--- src/hw/rtl/lbps_pkg.sv ---
// Types and constants shared across the light bar pair scorer.
`timescale 1ns / 1ps
package lbps_pkg;

    localparam int ADDR_W = 5;
    localparam int DATA_W = 32;

    localparam logic [2:0] REG_ANGLE_DIFF_MAX     = 3'd0;
    localparam logic [2:0] REG_LENGTH_RATIO_MAX   = 3'd1;
    localparam logic [2:0] REG_DISTANCE_RATIO_MIN = 3'd2;
    localparam logic [2:0] REG_DISTANCE_RATIO_MAX = 3'd3;
    localparam logic [2:0] REG_VERTICAL_RATIO_MAX = 3'd4;
    localparam logic [2:0] REG_LARGE_RATIO_THRESH = 3'd5;
    localparam logic [2:0] REG_LENGTH_WEIGHT      = 3'd6;
    localparam logic [2:0] REG_VERTICAL_WEIGHT    = 3'd7;

    localparam logic [11:0] RST_ANGLE_DIFF_MAX     = 12'd176;
    localparam logic [11:0] RST_LENGTH_RATIO_MAX   = 12'd102;
    localparam logic [11:0] RST_DISTANCE_RATIO_MIN = 12'd384;
    localparam logic [11:0] RST_DISTANCE_RATIO_MAX = 12'd1075;
    localparam logic [11:0] RST_VERTICAL_RATIO_MAX = 12'd154;
    localparam logic [11:0] RST_LARGE_RATIO_THRESH = 12'd640;
    localparam logic [7:0]  RST_LENGTH_WEIGHT      = 8'd50;
    localparam logic [7:0]  RST_VERTICAL_WEIGHT    = 8'd100;

    localparam int DIV_NUM_W = 33;
    localparam int DIV_DEN_W = 17;
    localparam int DIV_QUO_W = 21;

    localparam int FRONT_STAGES = 4;
    localparam int PIPE_STAGES  = FRONT_STAGES + DIV_QUO_W + 1;

    localparam logic [16:0] SCORE_MAX = 17'd131071;

    typedef struct packed {
        logic [11:0] angle_diff_max;
        logic [11:0] length_ratio_max;
        logic [11:0] distance_ratio_min;
        logic [11:0] distance_ratio_max;
        logic [11:0] vertical_ratio_max;
        logic [11:0] large_ratio_threshold;
        logic [7:0]  length_weight;
        logic [7:0]  vertical_weight;
    } cfg_t;

    typedef struct packed {
        logic        pass;
        logic        big;
        logic [11:0] adiff;
    } tag_t;

endpackage

--- src/hw/rtl/lbps_div.sv ---
// Pipelined restoring divider, one quotient bit per stage, with a side tag.
`timescale 1ns / 1ps
module lbps_div (
    input  logic                           clk,
    input  logic                           en,
    input  logic [lbps_pkg::DIV_NUM_W-1:0] num,
    input  logic [lbps_pkg::DIV_DEN_W-1:0] den,
    input  lbps_pkg::tag_t                 tag_in,
    output logic [lbps_pkg::DIV_QUO_W-1:0] quo,
    output lbps_pkg::tag_t                 tag_out
);

    localparam int NW = lbps_pkg::DIV_NUM_W;
    localparam int DW = lbps_pkg::DIV_DEN_W;
    localparam int QW = lbps_pkg::DIV_QUO_W;
    localparam int CW = NW + DW + QW;

    logic [NW-1:0]  rem_reg [QW];
    logic [DW-1:0]  den_reg [QW];
    logic [QW-1:0]  quo_reg [QW];
    lbps_pkg::tag_t tag_reg [QW];

    for (genvar s = 0; s < QW; s++)
    begin : g_stage
        localparam int B = QW - 1 - s;
        logic [NW-1:0]  rem_in;
        logic [DW-1:0]  den_in;
        logic [QW-1:0]  quo_in;
        lbps_pkg::tag_t tag_s;
        logic [CW-1:0]  sub;
        logic           take;

        if (s == 0)
        begin : g_first
            assign rem_in = num;
            assign den_in = den;
            assign quo_in = '0;
            assign tag_s  = tag_in;
        end
        else
        begin : g_next
            assign rem_in = rem_reg[s-1];
            assign den_in = den_reg[s-1];
            assign quo_in = quo_reg[s-1];
            assign tag_s  = tag_reg[s-1];
        end

        assign sub  = CW'(den_in) << B;
        assign take = CW'(rem_in) >= sub;

        always_ff @(posedge clk)
        begin
            if (en)
            begin
                rem_reg[s] <= take ? NW'(CW'(rem_in) - sub) : rem_in;
                den_reg[s] <= den_in;
                quo_reg[s] <= quo_in | (QW'(take) << B);
                tag_reg[s] <= tag_s;
            end
        end
    end

    assign quo     = quo_reg[QW-1];
    assign tag_out = tag_reg[QW-1];

endmodule

--- config.mk ---
export PLATFORM = sky130hd
export DESIGN_NAME = lbps_div
export DESIGN_NICKNAME = d
export VERILOG_FILES = /design/src/hw/rtl/lbps_pkg.sv /design/src/hw/rtl/lbps_div.sv
export SDC_FILE = /design/constraint.sdc
export NUM_CORES = 2
export LEC_CHECK = 0
export BUFFER_PORTS_ARGS = -buffer_cell sky130_fd_sc_hd__buf_2
export CORE_ASPECT_RATIO = 1.75
export CORE_MARGIN = 5
export CORE_UTILIZATION = 60
export CTS_CLUSTER_DIAMETER = 120
export DETAILED_ROUTE_END_ITERATION = 12
export PLACE_DENSITY = 0.76
export SLEW_MARGIN = 30
export SYNTH_ARGS = -nofsm -noshare
export SYNTH_HDL_FRONTEND = slang
export SYNTH_SLANG_ARGS = --single-unit
--- constraint.sdc ---
create_clock -name clk -period 3.98 [get_ports clk]
set_clock_uncertainty 0.1 [all_clocks]
set_input_delay 0.597 -clock clk [delete_from_list [all_inputs] [get_ports clk]]
set_output_delay 0.597 -clock clk [all_outputs]
set_load 0.01 [all_outputs]
==> run summary <==
The flow ran to the end, and the final reports show no timing, DRC or antenna violations. The tools report the startpoint of the worst hold path as num[25]. The latest clock arrival within the worst-skew pair came out at 770 ps. STA classifies the critical path startpoint as a flop. In this run the core area contains 165 standard-cell rows. The floorplan step defined a die boundary enclosing 124000 um^2.

After detailed routing, the average wire length per cell comes to 21.8 um. The die is 461 um tall. Number of antenna violations at the first check in global routing: 6. The number of port buffers is 100, and the overall global routing resource usage is 0.255. Leaving out fill and tap cells, the most frequent cell in the layout is sky130_fd_sc_hd__edfxtp_1.

The stage delay of the slowest cell on the critical path is 550 ps, and the multi-input gate area in the final layout is 22100 um^2. Number of fill cells: 7953. Portion of synthesized cell area occupied by the leading cell type: 0.655. The endpoint required time on the critical path came out at 4520 ps. Detailed routing inserted a total of 42700 vias. The logs give 4390 ps for the data arrival time of the worst path and 29.9 nW for the leakage power. Power spread over the standard cell area amounts to 644 nW/um^2. Across the VDD grid, the largest voltage drop is 0.503 mV. Entering global routing, the biggest net connects 121 pins. The run gives 0.655 as the register area share after synthesis.

Reg-to-reg startpoint: den_reg[3][2]. The total CTS buffers is 139, and the post-synthesis to final-layout area growth is 12.9%. The root buffer cell chosen for the clock tree is sky130_fd_sc_hd__clkbuf_16. The logs give 0 for the final-report hold violation count and 0 for the number of pins with negative max-slew slack in the final report. The tools report the achievable clock frequency as 259 MHz. The max capacitance violation total was 0. The register with the most flip-flops in the layout has 660 of them. Of all nets on the critical path, the largest fanout is 5. Of all cell types, the one taking the most synthesized area is sky130_fd_sc_hd__edfxtp_1.

The via count of the first global-routing pass is 45600. In this run the count of I/O pins placed on the die edge is 101. The most used flip-flop cell after synthesis was sky130_fd_sc_hd__edfxtp_1. Dividing the synthesized area by the synthesized cell count gives 13.4 um^2. The tools report the largest buffer count on any clock path as 3. The floorplan step defined a core boundary enclosing 116000 um^2. For the pin with the worst max-slew slack, the measured transition is 945 ps.

Setup violations remaining at the end of the flow were counted as 0. The die span in x is 268 um. The clock-pin slew on the worst setup and hold paths is 70 ps. The layout cell share with drive strength beyond 1 was 0.110. OpenSTA, run right after detailed placement, puts the worst setup slack at -245 ps. Initial core utilization: 0.604. Count of clock tree sinks: 1525.

The number of buffers and inverters on the critical path is 4. The logs give 84 for the count of distinct cell types in the synthesized netlist and 118 mm for the half-perimeter wire length after detailed placement. The Yosys step of the flow raised 0 warnings. The net switching fraction of the power is 0.317, and the netlist area before placement is 69900 um^2. For the global-route wire length before repair, the log shows 239 mm.

The critical path starts at den_reg[3][2]. Final worst-path cycle share: 0.969. In the final design database the tool counted 6046 nets. The worst setup path is of the flop to flop kind. The gate family responsible for the most delay along the worst path was compound AO/OA/AOI/OAI gates. Number of DRC markers in iteration 0: 2246.

The cell count after synthesis came out at 5212. The run gives 0.295 as the portion of total power attributed to combinational logic. The H-tree generated during clock tree synthesis spans 4 levels. STA classifies the critical path endpoint as a flop. TritonCTS built the clock tree.

The post-layout minimum cycle time is 3860 ps. The headroom to the max-slew limit was 0.366. The first TritonRoute pass finished after 7 iterations. For this block, the routed nets add up to 158 mm of wire. The portion of total power attributed to the clock network was 0.262; the synthesis-stage register bit count was 1525. The tools report the sequential cell area as 45800 um^2.

Routability-driven placement finished with a final weighted congestion of 1.05. Using the TritonRoute via totals, the vias-per-cell ratio works out to 5.92. The worst path setup slack after routing is 125 ps, and the sum of overflow across all layers after global routing is 0. The library cell appearing most often on the critical path is sky130_fd_sc_hd__buf_4. The post-synthesis async set-or-reset flop share was 0.

The critical path goes through inv_1 -> ha_1 -> nor2b_1 -> o31a_1 -> o21ai_0 -> nor4b_2 -> o31a_1 -> o31ai_1 -> buf_4 -> a2111oi_2 -> buf_4 -> xor2_1 -> buf_4. Overall power consumption after layout is estimated at 50.8 mW. In this run, synthesis inferred 1525 flip-flops with an integrated enable. Leaving out fill and tap cells, the most frequent cells in the layout are 1525 x sky130_fd_sc_hd__edfxtp_1, 452 x sky130_fd_sc_hd__inv_1, 358 x sky130_fd_sc_hd__nand2_1.

Once detail routing completed, the nets flagged for antenna violations numbered 0. Setup repair after global routing left no endpoint under its margin. The remaining routing DRC violations came out at 0.

The class of the most critical hold timing path was primary input to flop. Counting every net in the synthesized netlist gives 5645. The slowest stage of the critical path belongs to the cell sky130_fd_sc_hd__edfxtp_1. The logs give 0.443 for the share of total power in sequential cells and 16.1 mW for the power spent charging and discharging nets. The cell internal power dissipation came out at 34.7 mW. By area the synthesized netlist is led by sky130_fd_sc_hd__edfxtp_1 66%, sky130_fd_sc_hd__ha_1 6.2%, sky130_fd_sc_hd__xnor2_1 2.5%.
[worst reg2reg max path: cells and delay by family (launching register included)]
kind,cells,cell delay (ps)
xor gates and xnor gates,1,190
buffers and inverters,4,590
and+or+nand+nor,2,470
DFF,1,550
adders and majority gates,1,350
AOI/OAI and AO/OA,5,1490
[metal layers]
metal | share of wire | GRT usage
met5 | 0.00033 | 0
met4 | 0.11 | 0.242
met3 | 0.030 | 0.0405
met2 | 0.59 | 0.523
met1 | 0.26 | 0.179
[power by group through the flow]
stage	clock (mW)	combinational, mW	sequential (mW)
after global placement	0	14.4	22.7
final	13.3	15.0	22.5
after global routing	14.2	16.4	22.7
after floorplan	0	10.1	22.2
after CTS	13.6	14.9	22.5
after detailed placement	0	14.7	22.8
[worst paths after layout]
path                     to  slack, ps  depth (start not counted)
min reg2reg  tag_reg[1][74]        310                          0
max          rem_reg[3][60]        120                         13
min          rem_reg[0][25]         60                          2
max reg2reg  rem_reg[3][60]        120                         13
[cell type report]
type / instances / share of cell area
Antenna cell: 2 / 0.0000635
Timing Repair Buffer: 344 / 0.0358
Multi-Input combinational cell: 3151 / 0.281
Inverter: 452 / 0.0215
Tap cell: 1503 / 0.0239
Sequential cell: 1525 / 0.581
Clock buffer: 166 / 0.0465
Clock inverter: 81 / 0.0107
[synthesized netlist by cell type, drive strengths merged (15+ instances only)]
library cell,number
edfxtp,1525
inv,452
nand2,358
ha,347
nor2,292
o21ai,288
a21oi,278
xnor2,198
xor2,155
a21o,107
nor3,93
nand3,89
mux2,82
nor4,75
clkbuf,71
nand2b,60
o21a,58
nor2b,55
nand4,48
a211oi,42
a31oi,38
or3,37
o31ai,36
o21bai,29
and3,26
or2,23
o31a,22
or4,22
fa,20
nand4b,18
o211ai,18
a2111oi,17
nand3b,17
and4,15
[kinds of logic after synthesis]
family / Yosys count / synth area share
DFF: 1525 / 0.655
adders and majority gates: 367 / 0.0679
and+or+nand+nor: 1276 / 0.0913
buffers and inverters: 536 / 0.0291
xor gates and xnor gates: 353 / 0.0443
AOI/OAI and AO/OA: 1059 / 0.0968
muxes: 96 / 0.0152
[metrics by stage]
stage / utilization / area [um^2] / setup TNS (ps) / instances / hold slack [ps]
2_1_floorplan: - / 69900 / 0 / 5212 / 300
3_3_place_gp: 0.638 / 73800 / -257 / 6923 / 300
3_5_place_dp: 0.638 / 73800 / -245 / 6923 / 305
4_1_cts: 0.682 / 78800 / 0 / 7221 / 2.12
5_1_grt: 0.682 / 78800 / 0 / 7223 / 27.6
6_report: 0.682 / 78800 / 0 / 7224 / 61.1
[what timing repair did]
item,4_1_cts,5_1_grt
setup endpoints to repair,5,12
hold buffers,51,0
endpoints found under the hold margin,51,0
buffers inserted,0,1
gates resized for setup,3,4
No activity file was read; power rests on OpenSTA's default activity.
